## config.mk

```make
export PLATFORM = sky130hd
export DESIGN_NAME = arcplot_queue
export DESIGN_NICKNAME = d
export VERILOG_FILES = /design/src/arcplot_pkg.sv /design/src/arcplot_queue.sv
export SDC_FILE = /design/constraint.sdc
export NUM_CORES = 1
export LEC_CHECK = 0
export BUFFER_PORTS_ARGS = -buffer_cell sky130_fd_sc_hd__buf_2
export CAP_MARGIN = 20
export CELL_PAD_IN_SITES_DETAIL_PLACEMENT = 2
export CELL_PAD_IN_SITES_GLOBAL_PLACEMENT = 2
export CORE_UTILIZATION = 25
export DETAILED_ROUTE_END_ITERATION = 6
export HOLD_SLACK_MARGIN = 0.15
export PLACE_DENSITY_LB_ADDON = 0.12
export SLEW_MARGIN = 5
export SYNTH_ARGS = -nofsm -noshare
export SYNTH_HDL_FRONTEND = slang
export SYNTH_SLANG_ARGS = --single-unit
export TNS_END_PERCENT = 30
```

## constraint.sdc

```tcl
create_clock -name clk -period 4.4 [get_ports clk]
set_input_delay 0.22 -clock clk [delete_from_list [all_inputs] [get_ports clk]]
set_output_delay 0.22 -clock clk [all_outputs]
set_load 0.02 [all_outputs]
```

## src/arcplot_pkg.sv

```systemverilog
`default_nettype none

package arcplot_pkg;

	// Depth of the sine table by default: steps per full turn
	localparam int TABLE_STEPS_DFLT = 2048;

	// Widest stroke half width that is honoured; wider requests are clipped
	localparam logic [3:0] MAX_HALF_WIDTH = 4'd15;

	// Fractional bits of the sine table and of the coordinate sums
	localparam int Q_FRAC = 14;

	// Screen and band limits saturate here so that coordinates fit in 9 bits
	localparam logic [9:0] COORD_LIMIT = 10'd512;

	// Configuration register map
	typedef enum logic [2:0] {
		REG_CENTER_X       = 3'd0,
		REG_CENTER_Y       = 3'd1,
		REG_SCREEN_WIDTH   = 3'd2,
		REG_BAND_FIRST_ROW = 3'd3,
		REG_BAND_END_ROW   = 3'd4
	} cfg_reg_t;

	localparam logic [8:0] RST_CENTER_X       = 9'd120;
	localparam logic [8:0] RST_CENTER_Y       = 9'd120;
	localparam logic [9:0] RST_SCREEN_WIDTH   = 10'd240;
	localparam logic [8:0] RST_BAND_FIRST_ROW = 9'd0;
	localparam logic [9:0] RST_BAND_END_ROW   = 10'd240;

	// Settings as the plotting back end sees them, limits already saturated
	typedef struct packed {
		logic [8:0] center_x;
		logic [8:0] center_y;
		logic [9:0] width_lim;
		logic [8:0] band_first_row;
		logic [9:0] end_lim;
	} cfg_t;

	// One classified step waiting in the queue
	typedef struct packed {
		logic signed [15:0] sin_x;
		logic signed [15:0] sin_y;
		logic [7:0]         radius;
		logic [3:0]         half_width;
		logic [15:0]        color;
	} q_item_t;

endpackage

`default_nettype wire

```

## src/arcplot_queue.sv

```systemverilog
`default_nettype none

module arcplot_queue import arcplot_pkg::*; (
	input  logic    clk,
	input  logic    arst_n,
	input  logic    push_valid,
	output logic    push_ready,
	input  q_item_t push_data,
	output logic    pop_valid,
	input  logic    pop_ready,
	output q_item_t pop_data
);

	localparam int DEPTH = 2;

	q_item_t    mem_q [DEPTH];
	logic       wr_ptr_q, rd_ptr_q;
	logic [1:0] count_q;
	logic       push, pop;

	assign push_ready = (count_q != 2'(DEPTH));
	assign pop_valid = (count_q != 2'd0);
	assign push = push_valid && push_ready;
	assign pop = pop_valid && pop_ready;
	assign pop_data = mem_q[rd_ptr_q];

	always_ff @(posedge clk or negedge arst_n) begin
		if (!arst_n) begin
			wr_ptr_q <= 1'b0;
			rd_ptr_q <= 1'b0;
			count_q  <= 2'd0;
		end else begin
			if (push) wr_ptr_q <= !wr_ptr_q;
			if (pop) rd_ptr_q <= !rd_ptr_q;
			if (push && !pop) count_q <= count_q + 2'd1;
			else if (pop && !push) count_q <= count_q - 2'd1;
		end
	end

	always_ff @(posedge clk) begin
		if (push) mem_q[wr_ptr_q] <= push_data;
	end

	a_count_bound: assert property (@(posedge clk) disable iff (!arst_n)
		count_q <= 2'(DEPTH))
		else $error("queue fill count beyond depth");

	a_count_grows: assert property (@(posedge clk) disable iff (!arst_n)
		(push && !pop) |=> (count_q == $past(count_q) + 2'd1))
		else $error("queue fill count lost a push");

endmodule

`default_nettype wire

```

# [Word level (Yosys, flattened, before mapping)]
# Memories as Yosys holds them, arrays and structs flattened.
# Index checks and enable logic that the tools add are counted.
# Widths: inputs -> output; s select.
[totals] reg_bits=4 ramBits=120 in_bits=64 output_inout_bits=62 elab_cells=21 n_memories=1
[mem_list] name="mem_q" depth=2 word_bits=60 read_ports=1 rd_clocked_by_memory_dff=0 write_ports=1 line="arcplot_queue.sv:16" text="q_item_t mem_q [DEPTH];"
[classes] addsub=2 n_eq_ne=1 muxes=4 n_reduce_logical=10
[ops] cell="$logic_and 1x1->1" count=4
[ops] cell="$logic_not 1->1" count=4
[ops] cell="$mux 2" count=2
[ops] cell="$reduce_bool 2->1" count=2
[ops] cell="$add 2x1->2 const B" count=1
[ops] cell="$mux 1" count=2
[ops] cell="$ne 2x2->1 const B" count=1
[ops] cell="$sub 2x1->2 const B" count=1

# [Logic depth before layout (Yosys ltp)]
[logic_depth] ltp_word=6 depth_mapped=7 mapped_depth_nobuf=7

# [Least setup slack after synthesis]
# Ideal clock, no wire load.
[synth_path] path_kind="register -> register" from="register count_q[0]" to="memory mem_q[0][0] (netlist name), enable pin" setup_time_ps=478 arrival_ps=3310 required_time_ps=3922 slack_ps=612 stages_incl_launch_ff=4 n_path_buf=0 synth_period_minus_slack_ps=3788 path_cell_list="dfrtp_1 > nand2b_1 > nand2_1 > nor2_1"
[synth_via] elab_chain_cells=4
[synth_lines] item="start, declared" line="arcplot_queue.sv:18" text="logic [1:0] count_q;"
[synth_lines] item="start signal, assigned" line="arcplot_queue.sv:35" text="if (push && !pop) count_q <= count_q + 2'd1;"
[synth_lines] item="start signal, assigned" line="arcplot_queue.sv:36" text="else if (pop && !push) count_q <= count_q - 2'd1;"
[synth_lines] item="$ne 2x2->1" line="arcplot_queue.sv:21" text="assign push_ready = (count_q != 2'(DEPTH));"
[synth_lines] item="net push_ready" line="arcplot_queue.sv:7" text="output logic push_ready,"
[synth_lines] item="$logic_and 1x1->1" line="arcplot_queue.sv:23" text="assign push = push_valid && push_ready;"
[synth_lines] item="$mux 1" line="arcplot_queue.sv:41" text="if (push) mem_q[wr_ptr_q] <= push_data;"
[synth_lines] item="$mux 1 (implied by the code)" line="arcplot_queue.sv:41"
[synth_lines] item="end, declared" line="arcplot_queue.sv:16"
# The timed path passes the listed nets, and every way through them passes these cells.

==> metrics.yaml <==
outcome: "complete, no violations"
synth-async-reset-ratio_pct: 3.23
ir_worst_vdd_uv: 307
worstPathRequired_ns: 4.18
dp_cells: 587
worst_ep_arrival_time_ns: 2.41
die_h_microns: 141
leakagePower_uw: 0.00271
wirelength_mm: 10.0
n_antenna_cell: 0
antenna_found_initial: 0
avgSynthCellArea_sq_um: 23.5
drc_errors: 0
gp_congestion: 0.685
p_per_area_mw_per_mm2: 652
cts.sinks: 124
vias_per_cell: 3.74
place_hpwl_mm: 6.36
netlist_area_sq_mm: 0.00483
ios: 126
clock_skew_ns: 0.00684
max_freq_mhz: 380
first_global_vias: 2790
period_share_pct: 59.8
tns_ns: 0
synth.largest_area_cell: "edfxtp_1"
start_kind: "flip-flop"
finalSetupViolCount: 0
regToRegSetupSlack_ns: 2.20
reg2regPathDepth: 4
track_usage_pct: 10.6
clock_latency_ns: 0.40
final_hold_viol_count: 0
hold_class: "in2reg"
slew_violations: 0
post-cts-setup-buffers: 0
ant_nets: 0
cts_made_buffers: 17
ys_seq_area_share_pct: 76.7
endpoint_kind: "primary output"
grt_pass1_wl_mm: 15.3
drt-wirelength-per-cell_microns: 14.7
synthCells: 205
crit_type: "reg2out"
portBuffers: 125
hold_path.startpoint: "push_valid"
htree_levels: 4
min_period_ns: 2.63
synth-seq-cells: 124
fp-row-count: 50
synth_cell_types: 15
fp.dieArea_sq_mm: 0.0199
drtPass1Iterations: 3
yosys.area.top_type_share_pct: 74.7
rr_startpoint: "count_q[0]"
synth.net_count: 270
die_w_microns: 141
synth_flop_cell: "edfxtp_1"
crit_end: "pop_data[40]"
area_growth_pct: 41.2
drive_gt1_share_pct: 51.4
yosys-top-cells-count: "120 x edfxtp_1, 59 x mux2_4, 6 x buf_12, 4 x dfrtp_1, 3 x xnor2_1"
final.fill_count: 1913
worst_pin_slew_ns: 0.991
r2r_end: "mem_q[0][18]"
instances_no_fill: 682
vias: 2554
grt_overflow: 0
synth_warnings: 0
slew_headroom_pct: 34.0
coreArea_sq_mm: 0.0188
grt_max_degree: 50
critPathMaxFanout: 49
synth_edf_count: 120
drv_cap: 0
synthTopCellsByArea: "edfxtp_1 75%, mux2_4 18%, buf_12 2.5%"
layout.nets: 474
clock_path_buffers: 2
cts-root-buf: "clkbuf_16"
clkTransAtPathRegs_ns: 0.05
cts_tree: "built"
drtIter0Drc: 61
start_util_pct: 25.6
yosysMostFrequentCell: "edfxtp_1"
startpoint: "rd_ptr_q"
rsz0062_at_grt: "no"
[how the worst min path moves through the flow]
stage / to / slack [ns] / depth (start not counted)
3_5_place_dp: count_q[1] / 0.04 / 1
6_report: wr_ptr_q / 0.21 / 3
4_1_cts: wr_ptr_q / 0.19 / 3
3_3_place_gp: count_q[1] / 0.03 / 1
2_1_floorplan: count_q[0] / -0.08 / 0
5_1_grt: wr_ptr_q / 0.22 / 3
[registers in the layout (all words and copies together) (netlist names)]
signal and flops:
rd_ptr_q 1, count_q 2, wr_ptr_q 1, mem_q 120
[final cells by class]
type                       instances  area [sq um]  area share, %
timing repair buffer             192          1290           18.9
inverter                           1          3.75         0.0551
sequential                       124          3710           54.4
clock buffer                      23           448           6.57
tap                              260           325           4.77
clock inverter                     9          48.8          0.716
multi-input combinational         73           996           14.6
[cell usage in the layout, fill, tap and decap left out]
cell / netlist / routed
buf_2: 0 / 125
edfxtp_1: 120 / 120
dlygate4sd3_1: 0 / 63
mux2_4: 59 / 59
clkbuf_16: 0 / 17
clkinv_2: 0 / 6
clkbuf_1: 0 / 6
buf_4: 0 / 4
xnor2_1: 3 / 3
dfrtp_1: 4 / 3
nand2_1: 2 / 2
xor2_1: 2 / 2
clkinvlp_4: 0 / 2
nand2b_1: 1 / 1
inv_1: 1 / 1
or2_1: 1 / 1
and3_2: 0 / 1
nor2_4: 0 / 1
nor2_1: 2 / 1
mux2_2: 1 / 1
ha_1: 1 / 1
clkinv_1: 0 / 1
dfrtp_4: 0 / 1
[worst max-delay path, cell delays in order (launching register included)]
cell	delay, ns
dfrtp_4	1.06
buf_4	0.41
mux2_4	0.33
buf_2	0.16
[report_power, final]
| part | leakage [uW] | internal (uW) | switching (uW) | total [uW] |
|---|---|---|---|---|
| clock | 0.000242 | 709 | 466 | 1170 |
| sequential | 0.00116 | 1620 | 202 | 1820 |
| combinational | 0.00131 | 699 | 746 | 1450 |
| total | 0.00271 | 3030 | 1410 | 4440 |
[per-stage QoR]
step / worst slack, ns / power (uW) / cell area [sq um] / hold slack (ns) / util (%)
2_1_floorplan: 0.612 / 2940 / 4830 / -0.0756 / -
3_5_place_dp: 2.10 / 3300 / 5690 / 0.0361 / 30.2
6_report: 1.77 / 4440 / 6820 / 0.206 / 36.2
4_1_cts: 1.68 / 4540 / 6820 / 0.186 / 36.2
3_3_place_gp: 2.14 / 3280 / 5690 / 0.0342 / 30.2
5_1_grt: 1.63 / 4670 / 6820 / 0.222 / 36.2
[what timing repair did]
item	in CTS	in global routing
gates resized for setup	0	0
hold buffers	63	0
endpoints found under the hold margin	125	0
[layer usage]
layer	up-vias	global-route usage (%)	routed length [microns]
met4	0	5.32	183
met1	1249	12.9	4590
met3	14	3.33	482
met5	-	0	0
li1	1215	-	-
met2	76	17.1	4780
[cells by family after synthesis]
| group | Yosys count | synth area share [%] |
|---|---|---|
| DFF | 124 | 76.7 |
| and+or+nand+nor | 7 | 0.700 |
| xor gates and xnor gates | 5 | 0.908 |
| adders and majority gates | 1 | 0.259 |
| buffers and inverters | 8 | 2.80 |
| muxes | 60 | 18.6 |
No activity file was read; power rests on OpenSTA's default activity.
