[src/arcplot_pkg.sv]
`default_nettype none

package arcplot_pkg;

	// Depth of the sine table by default: steps per full turn
	localparam int TABLE_STEPS_DFLT = 2048;

	// Widest stroke half width that is honoured; wider requests are clipped
	localparam logic [3:0] MAX_HALF_WIDTH = 4'd15;

	// Fractional bits of the sine table and of the coordinate sums
	localparam int Q_FRAC = 14;

	// Screen and band limits saturate here so that coordinates fit in 9 bits
	localparam logic [9:0] COORD_LIMIT = 10'd512;

	// Configuration register map
	typedef enum logic [2:0] {
		REG_CENTER_X       = 3'd0,
		REG_CENTER_Y       = 3'd1,
		REG_SCREEN_WIDTH   = 3'd2,
		REG_BAND_FIRST_ROW = 3'd3,
		REG_BAND_END_ROW   = 3'd4
	} cfg_reg_t;

	localparam logic [8:0] RST_CENTER_X       = 9'd120;
	localparam logic [8:0] RST_CENTER_Y       = 9'd120;
	localparam logic [9:0] RST_SCREEN_WIDTH   = 10'd240;
	localparam logic [8:0] RST_BAND_FIRST_ROW = 9'd0;
	localparam logic [9:0] RST_BAND_END_ROW   = 10'd240;

	// Settings as the plotting back end sees them, limits already saturated
	typedef struct packed {
		logic [8:0] center_x;
		logic [8:0] center_y;
		logic [9:0] width_lim;
		logic [8:0] band_first_row;
		logic [9:0] end_lim;
	} cfg_t;

	// One classified step waiting in the queue
	typedef struct packed {
		logic signed [15:0] sin_x;
		logic signed [15:0] sin_y;
		logic [7:0]         radius;
		logic [3:0]         half_width;
		logic [15:0]        color;
	} q_item_t;

endpackage

`default_nettype wire

[src/arcplot_ifs.sv]
`default_nettype none


interface arcplot_pixel_if;
	logic        valid;
	logic        ready;
	logic [8:0]  pixel_x;
	logic [8:0]  pixel_y;
	logic [15:0] pixel_color;
	logic        last_pixel;

	modport source (output valid, pixel_x, pixel_y, pixel_color, last_pixel, input ready);
	modport sink (input valid, pixel_x, pixel_y, pixel_color, last_pixel, output ready);
endinterface

`default_nettype wire

[src/arcplot_back.sv]
`default_nettype none

module arcplot_back import arcplot_pkg::*; (
	input  logic            clk,
	input  logic            arst_n,
	input  cfg_t            cfg,
	input  logic            pop_valid,
	output logic            pop_ready,
	input  q_item_t         pop_data,
	arcplot_pixel_if.source pixel
);

	typedef enum logic [1:0] {
		ST_IDLE = 2'b01,
		ST_RUN  = 2'b10
	} state_t;

	state_t state_q;

	logic signed [15:0] sin_x_q, sin_y_q;
	logic [15:0]        color_q;
	logic signed [9:0]  layer_q;
	logic [4:0]         cnt_q;

	logic               valid_s1, end_s1;
	logic signed [25:0] prod_x_s1, prod_y_s1;
	logic [15:0]        color_s1;

	logic signed [26:0] num_x, num_y, adj_x, adj_y;
	logic signed [12:0] coord_x, coord_y;
	logic               hit_x, hit_y, cand;

	logic        pend_valid_q, pend_fin_q;
	logic [8:0]  pend_x_q, pend_y_q;
	logic [15:0] pend_color_q;

	logic        out_valid_q, out_last_q;
	logic [8:0]  out_x_q, out_y_q;
	logic [15:0] out_color_q;

	logic o_free, s1_take, s1_adv, pend_out, issue;

	// Issue side: one layer a cycle into the multipliers while stage 1 can advance
	assign pop_ready = (state_q == ST_IDLE);
	assign issue = (state_q == ST_RUN) && s1_adv;

	always_ff @(posedge clk or negedge arst_n) begin
		if (!arst_n) begin
			state_q <= ST_IDLE;
		end else begin
			case (state_q)
				ST_IDLE: if (pop_valid) state_q <= ST_RUN;
				ST_RUN:  if (issue && cnt_q == 5'd0) state_q <= ST_IDLE;
				default: state_q <= ST_IDLE;
			endcase
		end
	end

	always_ff @(posedge clk) begin
		if (pop_valid && pop_ready) begin
			sin_x_q <= pop_data.sin_x;
			sin_y_q <= pop_data.sin_y;
			color_q <= pop_data.color;
			layer_q <= $signed({2'b00, pop_data.radius}) - $signed({6'd0, pop_data.half_width});
			cnt_q   <= {pop_data.half_width, 1'b0};
		end else if (issue) begin
			layer_q <= layer_q + 10'sd1;
			cnt_q   <= cnt_q - 5'd1;
		end
	end

	// Stage 1: products of the sines with the layer
	always_ff @(posedge clk or negedge arst_n) begin
		if (!arst_n) begin
			valid_s1 <= 1'b0;
		end else if (issue) begin
			valid_s1 <= 1'b1;
		end else if (s1_take) begin
			valid_s1 <= 1'b0;
		end
	end

	always_ff @(posedge clk) begin
		if (issue) begin
			prod_x_s1 <= sin_x_q * layer_q;
			prod_y_s1 <= sin_y_q * layer_q;
			color_s1  <= color_q;
			end_s1    <= (cnt_q == 5'd0);
		end
	end

	// Stage 2: add the scaled centre, truncate toward zero, clip
	assign num_x = $signed({4'd0, cfg.center_x, 14'd0}) + 27'(prod_x_s1);
	assign num_y = $signed({4'd0, cfg.center_y, 14'd0}) + 27'(prod_y_s1);
	assign adj_x = num_x[26] ? num_x + 27'sd16383 : num_x;
	assign adj_y = num_y[26] ? num_y + 27'sd16383 : num_y;
	assign coord_x = adj_x[26:Q_FRAC];
	assign coord_y = adj_y[26:Q_FRAC];

	assign hit_x = !coord_x[12] && (coord_x[11:0] < {2'b00, cfg.width_lim});
	assign hit_y = !coord_y[12] && (coord_y[11:0] >= {3'b000, cfg.band_first_row})
		&& (coord_y[11:0] < {2'b00, cfg.end_lim});
	assign cand = hit_x && hit_y;

	// One surviving pixel is held back until the next survivor or the end of
	// the step shows whether it is the last one
	assign o_free = !out_valid_q || pixel.ready;
	assign pend_out = pend_valid_q && o_free && (pend_fin_q || (valid_s1 && cand));
	assign s1_take = valid_s1 && (!pend_valid_q || (!pend_fin_q && (!cand || o_free)));
	assign s1_adv = !valid_s1 || s1_take;

	always_ff @(posedge clk or negedge arst_n) begin
		if (!arst_n) begin
			pend_valid_q <= 1'b0;
			pend_fin_q   <= 1'b0;
		end else if (s1_take && cand) begin
			pend_valid_q <= 1'b1;
			pend_fin_q   <= end_s1;
		end else if (s1_take && end_s1 && pend_valid_q) begin
			pend_fin_q <= 1'b1;
		end else if (pend_out) begin
			pend_valid_q <= 1'b0;
			pend_fin_q   <= 1'b0;
		end
	end

	always_ff @(posedge clk) begin
		if (s1_take && cand) begin
			pend_x_q     <= coord_x[8:0];
			pend_y_q     <= coord_y[8:0];
			pend_color_q <= color_s1;
		end
	end

	// Output register
	always_ff @(posedge clk or negedge arst_n) begin
		if (!arst_n) begin
			out_valid_q <= 1'b0;
		end else if (pend_out) begin
			out_valid_q <= 1'b1;
		end else if (pixel.ready) begin
			out_valid_q <= 1'b0;
		end
	end

	always_ff @(posedge clk) begin
		if (pend_out) begin
			out_x_q     <= pend_x_q;
			out_y_q     <= pend_y_q;
			out_color_q <= pend_color_q;
			out_last_q  <= pend_fin_q;
		end
	end

	assign pixel.valid = out_valid_q;
	assign pixel.pixel_x = out_x_q;
	assign pixel.pixel_y = out_y_q;
	assign pixel.pixel_color = out_color_q;
	assign pixel.last_pixel = out_last_q;

	a_fin_needs_pend: assert property (@(posedge clk) disable iff (!arst_n)
		pend_fin_q |-> pend_valid_q)
		else $error("end-of-step mark without a held pixel");

	a_pend_reaches_out: assert property (@(posedge clk) disable iff (!arst_n)
		pend_out |=> (out_valid_q && out_last_q == $past(pend_fin_q)))
		else $error("held pixel not moved to output register");

endmodule

`default_nettype wire

[src/flat_wrapper.sv]
// flat-port wrapper written by rule: the top's interface ports become plain ports
module arcplot_back_flat import arcplot_pkg::*;
  (clk, arst_n, cfg, pop_valid, pop_ready, pop_data, pixel_valid, pixel_pixel_x, pixel_pixel_y, pixel_pixel_color, pixel_last_pixel, pixel_ready);
  arcplot_pixel_if pixel_i ();
  input  logic clk;
  input  logic arst_n;
  input  cfg_t cfg;
  input  logic pop_valid;
  output logic pop_ready;
  input  q_item_t pop_data;
  output wire logic [$bits(pixel_i.valid)-1:0] pixel_valid;
  output wire logic [$bits(pixel_i.pixel_x)-1:0] pixel_pixel_x;
  output wire logic [$bits(pixel_i.pixel_y)-1:0] pixel_pixel_y;
  output wire logic [$bits(pixel_i.pixel_color)-1:0] pixel_pixel_color;
  output wire logic [$bits(pixel_i.last_pixel)-1:0] pixel_last_pixel;
  input wire logic [$bits(pixel_i.ready)-1:0] pixel_ready;
  assign pixel_valid = pixel_i.valid;
  assign pixel_pixel_x = pixel_i.pixel_x;
  assign pixel_pixel_y = pixel_i.pixel_y;
  assign pixel_pixel_color = pixel_i.pixel_color;
  assign pixel_last_pixel = pixel_i.last_pixel;
  assign pixel_i.ready = pixel_ready;
  arcplot_back u_core (.clk(clk), .arst_n(arst_n), .cfg(cfg), .pop_valid(pop_valid), .pop_ready(pop_ready), .pop_data(pop_data), .pixel(pixel_i));
endmodule
[config.mk]
export PLATFORM = sky130hd
export DESIGN_NAME = arcplot_back_flat
export DESIGN_NICKNAME = d
export VERILOG_FILES = /design/src/arcplot_pkg.sv /design/src/arcplot_ifs.sv /design/src/arcplot_back.sv /design/src/flat_wrapper.sv
export SDC_FILE = /design/constraint.sdc
export NUM_CORES = 1
export LEC_CHECK = 0
export BUFFER_PORTS_ARGS = -buffer_cell sky130_fd_sc_hd__buf_2
export CAP_MARGIN = 30
export CORE_AREA = 2 2 324 166
export CTS_CLUSTER_SIZE = 28
export DETAILED_ROUTE_END_ITERATION = 10
export DIE_AREA = 0 0 326 168
export HOLD_SLACK_MARGIN = 0.15
export MAX_ROUTING_LAYER = met4
export PLACE_DENSITY = 0.58
export SETUP_SLACK_MARGIN = 0.4
export SYNTH_ARGS = -nofsm -noshare
export SYNTH_HDL_FRONTEND = slang
export SYNTH_SLANG_ARGS = --single-unit
[constraint.sdc]
create_clock -name clk -period 7.8 [get_ports clk]
set_input_delay 1.17 -clock clk [delete_from_list [all_inputs] [get_ports clk]]
set_output_delay 1.17 -clock clk [all_outputs]
set_load 0.005 [all_outputs]
Yosys cells after proc, flatten, opt, wreduce, memory -nomap -nowiden
Cells that the tools add are included.
- register bits: 207
- word-level logic and storage cells: 92
- output and inout port bits: 37
- input bits: 111
- $add $sub $neg: 7
- reductions and logical operators: 35
- mux-type cells: 18
- multiply operators: 2
- equality and inequality tests: 5
- $lt $le $gt $ge: 3
- operator list (kind ; count):
    adder 24 x 26 -> 27 bit ; 2
    adder 27 x 15 -> 27 bit (second input constant) ; 2
    two-way mux 27 bit ; 2
    multiplier 16 x 10 -> 26 bit ; 2
    less-than comparator 12 x 10 -> 1 bit ; 2
    two-way mux 10 bit ; 2
    logical AND 1 bit ; 15
    >= comparator 12 x 9 -> 1 bit ; 1
    adder 10 x 2 -> 10 bit (second input constant) ; 1
    two-way mux 5 bit ; 2
    two-way mux 1 bit ; 9
    subtractor 8 x 4 -> 9 bit ; 1
    nonzero test 2 bit ; 4
    zero test 1 bit ; 7
    zero test 5 bit ; 1
    logical OR 1 bit ; 5
    subtractor 5 x 1 -> 5 bit (second input constant) ; 1
    two-way mux 2 bit ; 2
    != test 2 bit (second input constant) ; 2
    case mux 2 bit (2 select lines) ; 1
    AND reduction 2 bit ; 2
    nonzero test 3 bit ; 1
    equality test 2 x 1 -> 1 bit (second input constant) ; 1
    equality test 2 bit (second input constant) ; 1
    != test 2 x 1 -> 1 bit (second input constant) ; 1

Depth between registers and ports, before layout
Gate-level depths: netlist of the first run.
- depth in word-level cells: 17
- gate-level depth with buffers: 23
- depth with buffers taken out: 21

Worst setup path before layout of the first run
No wires, ideal clock.
- path kind: in2reg
- start: input cfg[29] (netlist name)
- end: register u_core.out_last_q (netlist: u_core.pixel.last_pixel), enable pin
- library setup time: 439 ps
- path buffers: 1
- stages: 19
- slack: 989 ps
- data required time: 7361 ps
- data arrival time: 6372 ps
- path through: ha_1 fa_1 a21oi_1 o22ai_1 a211oi_1 and2_1 buf_6 nand2_1 xnor2_1 ha_1 nor2b_1 o211ai_1 a21oi_1 o41ai_1 o211ai_1 a31oi_1 o2111ai_2 or2_4 a21oi_1
- cells in the longest elaborated chain, start to end: 10
- elaborated cells on any way between the ends: 12
- those cells by class: add/sub (2); order compare (2); mux (1); reduce/logical (7)
- ends and longest elaborated chain (element ; RTL line ; source):
    start: declaration ; flat_wrapper.sv:7 ; input cfg_t cfg;
    adder 24 x 26 -> 27 bit * ; arcplot_back.sv:94 ; assign num_y = $signed({4'd0, cfg.center_y, 14'd0}) + 27'(prod_y_s1);
    adder 27 x 15 -> 27 bit ; arcplot_back.sv:96 ; assign adj_y = num_y[26] ? num_y + 27'sd16383 : num_y;
    two-way mux 27 bit * ; arcplot_back.sv:96 ;
    via u_core.adj_y[15] ; arcplot_back.sv:29 ; logic signed [26:0] num_x, num_y, adj_x, adj_y;
    >= comparator 12 x 9 -> 1 bit ; arcplot_back.sv:101 ; assign hit_y = !coord_y[12] && (coord_y[11:0] >= {3'b000, cfg.band_first_row})
    logical AND 1 bit ; arcplot_back.sv:101 ;
    logical AND 1 bit * ; arcplot_back.sv:102 ; && (coord_y[11:0] < {2'b00, cfg.end_lim});
    logical AND 1 bit * ; arcplot_back.sv:103 ; assign cand = hit_x && hit_y;
    logical AND 1 bit * ; arcplot_back.sv:108 ; assign pend_out = pend_valid_q && o_free && (pend_fin_q || (valid_s1 && cand));
    logical OR 1 bit * ; arcplot_back.sv:108 ;
    logical AND 1 bit * ; arcplot_back.sv:108 ;
    via u_core.pend_out ; arcplot_back.sv:41 ; logic o_free, s1_take, s1_adv, pend_out, issue;
    end signal: assignment ; arcplot_back.sv:151 ; out_last_q <= pend_fin_q;
    end: declaration ; arcplot_back.sv:37 ; logic out_valid_q, out_last_q;
The timed path passes the listed nets; every way through them passes the cells marked *.
A chain may end at the register's enable or synchronous reset.

Final worst setup path of the first run
- start: register u_core.layer_q[6]
- end: register u_core.prod_x_s1[25], data pin
- cells in the longest elaborated chain, start to end: 1
- ends and longest elaborated chain (element ; RTL line ; source):
    start: declaration ; arcplot_back.sv:22 ; logic signed [9:0] layer_q;
    start signal: assignment ; arcplot_back.sv:64 ; layer_q <= $signed({2'b00, pop_data.radius}) - $signed({6'd0, pop_data.half_width});
    start signal: assignment ; arcplot_back.sv:67 ; layer_q <= layer_q + 10'sd1;
    multiplier 16 x 10 -> 26 bit ; arcplot_back.sv:85 ; prod_x_s1 <= sin_x_q * layer_q;
    end signal: assignment ; arcplot_back.sv:85 ;
    end: declaration ; arcplot_back.sv:26 ; logic signed [25:0] prod_x_s1, prod_y_s1;
Every way passes these cells.

==> flow_summary.toml, run 1 <==
[global_route]
overflow = 0
antenna_found_initial = 1
grt.total_usage_pct = 18.3
grt_pass1_vias = 14000
grt_pass1_wl_um = 77100
grt_max_degree = 56

[cts]
cts_tree = "yes"
cts_hold_buf = 0
cts_htree_levels = 1
post_cts_buffers = 0
clock_sinks = 207
post_cts_resized = 0
clockBufferDepth = 3
insertion_delay_ns = 0.55
numCtsBuffers = 21
cts.clk_slew.worst_paths_ns = 0.07
cts-root-buf = "clkbuf_16"

[synthesis]
postSynthCellCount = 1878
syn_area_per_cell_um2 = 10.9
yosysWarningCount = 0
synthesis.nets = 2444
synth-seq-area-share_pct = 30.1
synthArstFlopShare_pct = 2.90
synth-seq-cells = 207
ys.flop_type = "edfxtp_1"
synth_edf_count = 200
syn_area_um2 = 20500
synth.distinct_cells = 84

[worst_hold_path]
holdCritPathClass = "reg -> reg"

[floorplanning]
core_area_um2 = 52500
die_width_um = 326
io_pins = 148
start_util_pct = 39.1
rows = 60
dieArea_um2 = 54800
die_h_um = 168

[run_status]
status = "completed"

[critical_path]
crit_type = "reg -> reg"
cp.arrival_ns = 6.95
crit_buf_inv = 4
crit_path_end_kind = "flop"
critPathMostFrequentCell = "fa_1"
path_cells = "buf_4 > nand2_1 > fa_1 > fa_1 > inv_1 > fa_1 > inv_1 > fa_1 > inv_1 > fa_1 > ha_1 > o21ai_0 > nand2b_1 > and3_1 > a221oi_1 > o21ai_1 > or4_1 > a41oi_2 > o21ai_0 > a21oi_1 > xnor2_1"
cp_slowest_stage_delay_ns = 0.85
critPathMaxFanout = 20
critPathLaunchType = "flop"
crit_slowest_cell = "edfxtp_1"
critical_path.top_delay_family = "adder cells"
required_ns = 8.09

[layout]
syn2layout_area_growth_pct = 10.7
drive_gt1_share_pct = 11.7
final_cell_mix = "290 x inv_1, 281 x fa_1, 200 x edfxtp_1"
final_nets = 2558
layout_commonest_cell = "inv_1"
fillCellCount = 5032

[flow_run]
maxCapViolations = 0

[timing]
worst_pin_slew_ns = 0.891
fin_skew_ns = 0.0252
timing.final.hold_violations = 0
finalMaxSlewViolations = 0
grt_setup_unrepaired = "false"
relSlewSlack_pct = 40.6
fin_setup_tns_ns = 0
finalCritPeriodShare_pct = 85.4
setup_violations = 0
layout_min_cycle_time_ns = 6.66
clock.fmax_mhz = 150

[drt]
detail_route.first_pass.iterations = 5
viasPerCell = 5.02
first_iter_violations = 890
drc_errors = 0
postRouteWirelength_um = 47800
wl_per_cell_um = 17.6
antenna_left = 0
vias = 13700

[place]
place_hpwl_um = 39000
place.gp.congestion = 0.875
io_buffers = 147
-- cell usage after synthesis (9+ instances only) --
library cell,count,area (µm²)
nand4_1,9,56.3
nor3_1,18,90.1
o21a_1,12,90.1
and3_1,12,75.1
nand2b_1,41,257
o21ai_0,38,190
a21o_1,23,173
o21bai_1,9,67.6
edfxtp_1,200,6010
and2_1,140,876
nor2_1,53,199
nand3_1,26,130
nand2_1,194,728
inv_1,292,1100
a21oi_1,52,260
clkbuf_1,70,263
xor2_1,27,236
fa_1,281,5630
ha_1,174,2180
nor4_1,9,56.3
xnor2_1,78,683
-- per-stage QoR --
stage	util [%]	setup slack (ns)	hold WS, ns	cell area, µm²	cells
2_1_floorplan	-	0.989	0.400	20500	1878
3_3_place_gp	41.9	0.944	0.400	22000	2681
3_5_place_dp	41.9	0.879	0.405	22000	2681
4_1_cts	43.2	1.20	0.407	22700	2719
5_1_grt	43.2	0.797	0.414	22700	2721
6_report	43.2	1.14	0.416	22700	2721
-- kinds of logic (layout without fill, tap and decap cells) --
kind of cell | count (synthesis) | in the layout | synth area share, %
AND/OR/NAND/NOR | 536 | 536 | 13.3
adder cells (fa/ha/maj) | 455 | 455 | 38.1
buffers and inverters | 367 | 496 | 6.88
flip-flops | 207 | 207 | 30.1
AO/OA/AOI/OAI | 205 | 205 | 6.95
XOR/XNOR | 106 | 106 | 4.56
multiplexers | 2 | 2 | 0.104
other | 0 | 1 | 0
-- final timing paths --
check	start	to	slack, ns	cells after the start
worst min-delay path	u_core.color_s1[15]	u_core.pend_color_q[15]	0.42	0
max in group asynchronous	arst_n	u_core.state_q[0]	7.15	1
worst min register to register	u_core.color_s1[15]	u_core.pend_color_q[15]	0.42	0
worst max register to register	u_core.layer_q[6]	u_core.prod_x_s1[25]	1.14	21
min in group asynchronous	arst_n	u_core.pend_fin_q	0.43	1
worst max-delay path	u_core.layer_q[6]	u_core.prod_x_s1[25]	1.14	21
-- metal layers --
layer,global-route usage (%),up-vias,part of all wire [%]
met5,-,-,0
met1,29.6,6916,54
met3,3.46,45,6.3
li1,-,6332,-
met4,2.42,0,1.3
met2,23.7,357,39
-- worst reg2reg max path, cell delays in order, from the launching register on --
cell and delay, ns:
edfxtp_1 0.85, buf_4 0.37, nand2_1 0.10, fa_1 0.49
fa_1 0.54, inv_1 0.05, fa_1 0.47, inv_1 0.05
fa_1 0.47, inv_1 0.05, fa_1 0.43, ha_1 0.30
o21ai_0 0.08, nand2b_1 0.12, and3_1 0.20, a221oi_1 0.39
o21ai_1 0.20, or4_1 0.52, a41oi_2 0.29, o21ai_0 0.13
a21oi_1 0.21, xnor2_1 0.10
-- sequential cells by signal (all words and copies together), names as in the netlist, 10 cells and up --
signal,flops
u_core.color_s1,16
u_core.color_q,16
u_core.sin_x_q,16
u_core.pixel.pixel_color,16
u_core.prod_y_s1,26
u_core.pend_color_q,16
u_core.prod_x_s1,26
u_core.sin_y_q,16
u_core.layer_q,10
-- layout make-up --
| cell class | instances | area [µm²] | area share (%) |
|---|---|---|---|
| Antenna cell | 1 | 2.50 | 0.0110 |
| Multi-Input combinational cell | 1304 | 12900 | 57.0 |
| Clock inverter | 14 | 141 | 0.623 |
| Inverter | 292 | 1100 | 4.83 |
| Tap cell | 713 | 892 | 3.93 |
| Sequential cell | 207 | 6180 | 27.2 |
| Timing Repair Buffer | 166 | 911 | 4.01 |
| Clock buffer | 24 | 537 | 2.37 |
Power of run 1 is left out: the tool's default activity adds up to more than one toggle a clock period on the data nets, which glitch-free logic cannot reach.
==> run 2: changes to the inputs <==
--- a/config.mk
+++ b/config.mk
@@ -14,6 +14,7 @@
 export HOLD_SLACK_MARGIN = 0.15
 export MAX_ROUTING_LAYER = met4
 export PLACE_DENSITY = 0.58
+export REMOVE_ABC_BUFFERS = 1
 export SETUP_SLACK_MARGIN = 0.4
 export SYNTH_ARGS = -nofsm -noshare
 export SYNTH_HDL_FRONTEND = slang
==> run 2 against run 1 <==
  * Flip-flop and latch count unchanged
  * Via count is 1.7% lower
  * Critical path depth unchanged
  * Routed wire length rose by 4.0%
  * Critical endpoint is now u_core.prod_y_s1[24]
  * Hold slack worse by 0.0070 ns
  * Die area did not move
  * Largest cell class unchanged
  * Core utilization up 0.12 points
==> flow_summary.toml, run 2 (synthesized netlist as in run 1, its figures left out) <==
[run_status]
status = "completed"

[cts]
post_cts_buffers = 0
clock_sinks = 207
cts-root-buf = "clkbuf_16"
post_cts_resized = 0
clockBufferDepth = 3
cts_hold_buf = 0
cts.clk_slew.worst_paths_ns = 0.07
cts_tree = "yes"
cts_htree_levels = 1
insertion_delay_ns = 0.56
numCtsBuffers = 22

[floorplanning]
dieArea_um2 = 54800
start_util_pct = 39.1
die_h_um = 168
rows = 60
core_area_um2 = 52500
io_pins = 148
die_width_um = 326

[drt]
first_iter_violations = 1054
antenna_left = 0
detail_route.first_pass.iterations = 5
wl_per_cell_um = 18.3
postRouteWirelength_um = 49700
vias = 13400
drc_errors = 0
viasPerCell = 4.93

[timing]
worst_pin_slew_ns = 0.926
grt_setup_unrepaired = "false"
layout_min_cycle_time_ns = 6.70
finalCritPeriodShare_pct = 85.9
timing.final.hold_violations = 0
clock.fmax_mhz = 149
fin_skew_ns = 0.0264
fin_setup_tns_ns = 0
setup_violations = 0
finalMaxSlewViolations = 0
relSlewSlack_pct = 38.3

[layout]
final_cell_mix = "290 x inv_1, 281 x fa_1, 200 x edfxtp_1"
antennaDiodeCount = 0
drive_gt1_share_pct = 11.9
final_nets = 2560
syn2layout_area_growth_pct = 11.0
layout_commonest_cell = "inv_1"
final_cells = 2723
top_regs = "u_core.prod_x_s1 (26), u_core.prod_y_s1 (26)"

[critical_path]
critPathMaxFanout = 20
critPathLaunchType = "flop"
crit_path_end_kind = "flop"
cp.arrival_ns = 7.00
required_ns = 8.10
crit_type = "reg -> reg"

[global_route]
grt_pass1_vias = 14200
grt.total_usage_pct = 19.1
antenna_found_initial = 1
grt_max_degree = 53
grt_pass1_wl_um = 79900
overflow = 0

[place]
io_buffers = 147
place_hpwl_um = 40300
place.gp.congestion = 0.908
place_inst = 2683

[worst_hold_path]
holdCritPathClass = "reg -> reg"

[flow_run]
maxCapViolations = 0
## run 2: stage by stage
stage                     setup slack, ns  hold WS [ns]  util (%)  cell area, µm²
after floorplan                     0.954         0.400         -           20200
after global placement               1.04         0.401      41.9           22000
after detailed placement            0.875         0.405      42.0           22100
after CTS                            1.17         0.385      43.4           22800
after global routing                0.615         0.394      43.4           22800
final                                1.10         0.409      43.4           22800
## run 2: layout make-up
cell class / instances / area (µm²)
repair buffers: 167 / 958
multi-input cells: 1304 / 12900
flip-flops and latches: 207 / 6180
clock buffers: 27 / 599
clock inverters: 13 / 96.3
inverters: 292 / 1100
well taps: 713 / 892
fillers: 4958 / 29700
## run 2: worst paths after layout
kind	to	slack [ns]	startpoint	cells after the start
worst max-delay path	u_core.prod_y_s1[24]	1.10	u_core.layer_q[3]	21
max in group asynchronous	u_core.state_q[0]	7.15	arst_n	1
worst min register to register	u_core.pend_color_q[0]	0.41	u_core.color_s1[0]	0
worst min-delay path	u_core.pend_color_q[0]	0.41	u_core.color_s1[0]	0
min in group asynchronous	u_core.state_q[1]	0.43	arst_n	1
worst max register to register	u_core.prod_y_s1[24]	1.10	u_core.layer_q[3]	21
## run 2: layer usage
layer | vias to the layer above | wire (µm) | track usage [%]
met5 | - | 0 | -
met4 | 0 | 680 | 2.64
met3 | 49 | 3550 | 3.86
met2 | 388 | 20400 | 27.1
met1 | 6646 | 25000 | 28.7
li1 | 6338 | - | -
## run 2: critical path, stage by stage (launching register included)
cell and delay, ns:
edfxtp_1 0.93, buf_4 0.35, nand2_1 0.11, fa_1 0.52, fa_1 0.51, inv_1 0.05, fa_1 0.48, inv_1 0.06
fa_1 0.53, inv_1 0.06, fa_1 0.43, ha_1 0.33, o21a_1 0.18, o21a_1 0.16, o21ai_0 0.23, nand2b_1 0.09
o211a_1 0.16, o311ai_0 0.55, a31oi_1 0.23, a21o_1 0.23, a21oi_1 0.18, xnor2_1 0.08
Power of run 2 is left out for the same reason.
==> run 3: changes to the inputs <==
--- a/config.mk
+++ b/config.mk
@@ -13,7 +13,7 @@
 export DIE_AREA = 0 0 326 168
 export HOLD_SLACK_MARGIN = 0.15
 export MAX_ROUTING_LAYER = met4
-export PLACE_DENSITY = 0.58
+export PLACE_DENSITY = 0.6
 export REMOVE_ABC_BUFFERS = 1
 export SETUP_SLACK_MARGIN = 0.4
 export SYNTH_ARGS = -nofsm -noshare
==> constraint.sdc (replaced) <==
create_clock -name clk -period 5.4 [get_ports clk]
set_input_delay 0.81 -clock clk [delete_from_list [all_inputs] [get_ports clk]]
set_output_delay 0.81 -clock clk [all_outputs]
set_load 0.005 [all_outputs]
==> run 3 against run 2 <==
  * The run now ends with setup timing left
  * Die area unchanged
  * Register-to-register slack got worse by 1.4 ns
  * Setup slack got worse by 1.4 ns
  * Flip-flop and latch count did not move
  * Final cell count increased by 9.8%
  * Core utilization up 6.3 points
==> flow_summary.toml, run 3 (synthesized netlist as in run 1, its figures left out) <==
[run_status]
status = "finished with violations"
failed_checks = "setup timing"

[timing]
worst_pin_slew_ns = 0.789
fin_hold_ws_ns = 0.414
fin_skew_ns = 0.0158
timing.final.hold_violations = 0
setup_violations = 13
finalCritPeriodShare_pct = 105
clock.fmax_mhz = 176
layout_min_cycle_time_ns = 5.67
finalMaxSlewViolations = 0
grt_setup_unrepaired = "true"
finalWorstSetupSlack_ns = -0.275
relSlewSlack_pct = 46.9

[worst_hold_path]
whs_path_depth = 1
holdCritPathClass = "in -> reg"

[critical_path]
critPathLaunchType = "flop"
required_ns = 5.71
worstRegToRegCells = 21
r2r-start = "u_core.layer_q[3]"
critPathMaxFanout = 4
r2r_end = "u_core.prod_x_s1[25]"
critical_path.startpoint = "u_core.layer_q[3]"
rrSetupSlack_ns = -0.27
cp-endpoint = "u_core.prod_x_s1[25]"
crit_type = "reg -> reg"
crit_path_end_kind = "flop"
cp.arrival_ns = 5.98

[floorplanning]
dieArea_um2 = 54800
rows = 60
die_h_um = 168
start_util_pct = 39.1
core_area_um2 = 52500
io_pins = 148
die_width_um = 326

[layout]
fin_util_pct = 49.6
layout_commonest_cell = "inv_1"
final_cells = 2989
final_nets = 2825
fillCellCount = 4648
final_cell_mix = "276 x inv_1, 271 x fa_1, 225 x buf_4"
top_regs = "u_core.prod_x_s1 (26), u_core.prod_y_s1 (26)"
drive_gt1_share_pct = 28.7
antennaDiodeCount = 0
syn2layout_area_growth_pct = 27.0

[global_route]
antenna_found_initial = 1
grt_pass1_vias = 15800
grt.total_usage_pct = 20.9
overflow = 0
grt_pass1_wl_um = 87200
grt_max_degree = 34

[cts]
clock_sinks = 207
clockBufferDepth = 3
numCtsBuffers = 24
cts.clk_slew.worst_paths_ns = 0.07
cts_htree_levels = 1
cts-root-buf = "clkbuf_16"
insertion_delay_ns = 0.57
cts_tree = "yes"

[drt]
vias = 14700
viasPerCell = 4.92
postRouteWirelength_um = 55100
drc_errors = 0
wl_met2_um = 23400
drt-met1-wl_um = 27600
top_layer_used = "met4"
antenna_left = 0
detail_route.first_pass.iterations = 5
dr_wl_met3_um = 3200
first_iter_violations = 923
wl_per_cell_um = 18.4

[place]
place_inst = 2873
place.gp.congestion = 0.928
io_buffers = 147
place_hpwl_um = 43800

[flow_run]
maxCapViolations = 0
[run 3: cell types whose count changed in the layout (fill, tap and decap cells not counted), sizes merged]
cell and delta:
dlygate4sd3 +1, clkinvlp -1, inv +4, clkbuf +3, bufinv +2, buf +256
bufbuf +1
[run 3: worst min-delay path by stage]
stage	slack (ns)	start	end
after floorplan	0.40	u_core.color_q[0]	u_core.color_s1[0]
after CTS	0.38	pop_data[8]	u_core.color_q[8]
final	0.41	pop_data[45]	u_core.sin_x_q[1]
after detailed placement	0.40	u_core.color_q[10]	u_core.color_s1[10]
after global routing	0.39	pop_data[11]	u_core.color_q[11]
after global placement	0.40	u_core.color_s1[3]	u_core.pend_color_q[3]
[run 3: repair_timing]
item | in CTS | in global routing
gates cloned | 2 | 5
gates resized for setup | 133 | 117
hold buffers | 1 | 0
setup endpoints to repair | 144 | 186
pin swaps | 85 | 73
setup buffers | 42 | 23
hold endpoints to repair | 5 | 0
[run 3: worst max-delay path, stage by stage, from the launching register on]
cell	delay, ns
edfxtp_1	0.52
buf_6	0.18
nand2_4	0.04
fa_1	0.42
fa_1	0.53
inv_2	0.04
fa_1	0.53
inv_1	0.05
fa_1	0.49
inv_2	0.04
fa_1	0.50
ha_2	0.28
o21ai_1	0.08
nand2b_1	0.10
and3_4	0.20
a221oi_4	0.30
o21ai_4	0.11
or4_4	0.46
a41oi_4	0.18
o21ai_1	0.10
a21oi_1	0.16
xnor2_1	0.09
[run 3: final cells by class]
cell class	count	area, µm²	area share [%]
Sequential cell	207	6180	23.7
Clock buffer	25	604	2.32
Inverter	292	1100	4.22
Timing Repair Buffer	430	3280	12.6
Clock inverter	18	194	0.745
Multi-Input combinational cell	1304	13800	53.0
Tap cell	713	892	3.43
[run 3: layer usage]
metal | global-route usage (%) | vias up
li1 | - | 6877
met1 | 31.1 | 7369
met2 | 30.3 | 402
met3 | 3.28 | 56
met4 | 3.47 | 0
met5 | - | -
[run 3: per-stage QoR]
stage	setup slack, ns	instance area, µm²	setup TNS [ns]
floorplan	-1.09	20200	-113.23
global placement	-0.513	23500	-21.79
detailed placement	-0.558	23500	-28.33
CTS	-0.222	25200	-1.33
global route	-0.453	26000	-5.18
finish	-0.275	26000	-2.09
Power of run 3 is left out for the same reason.
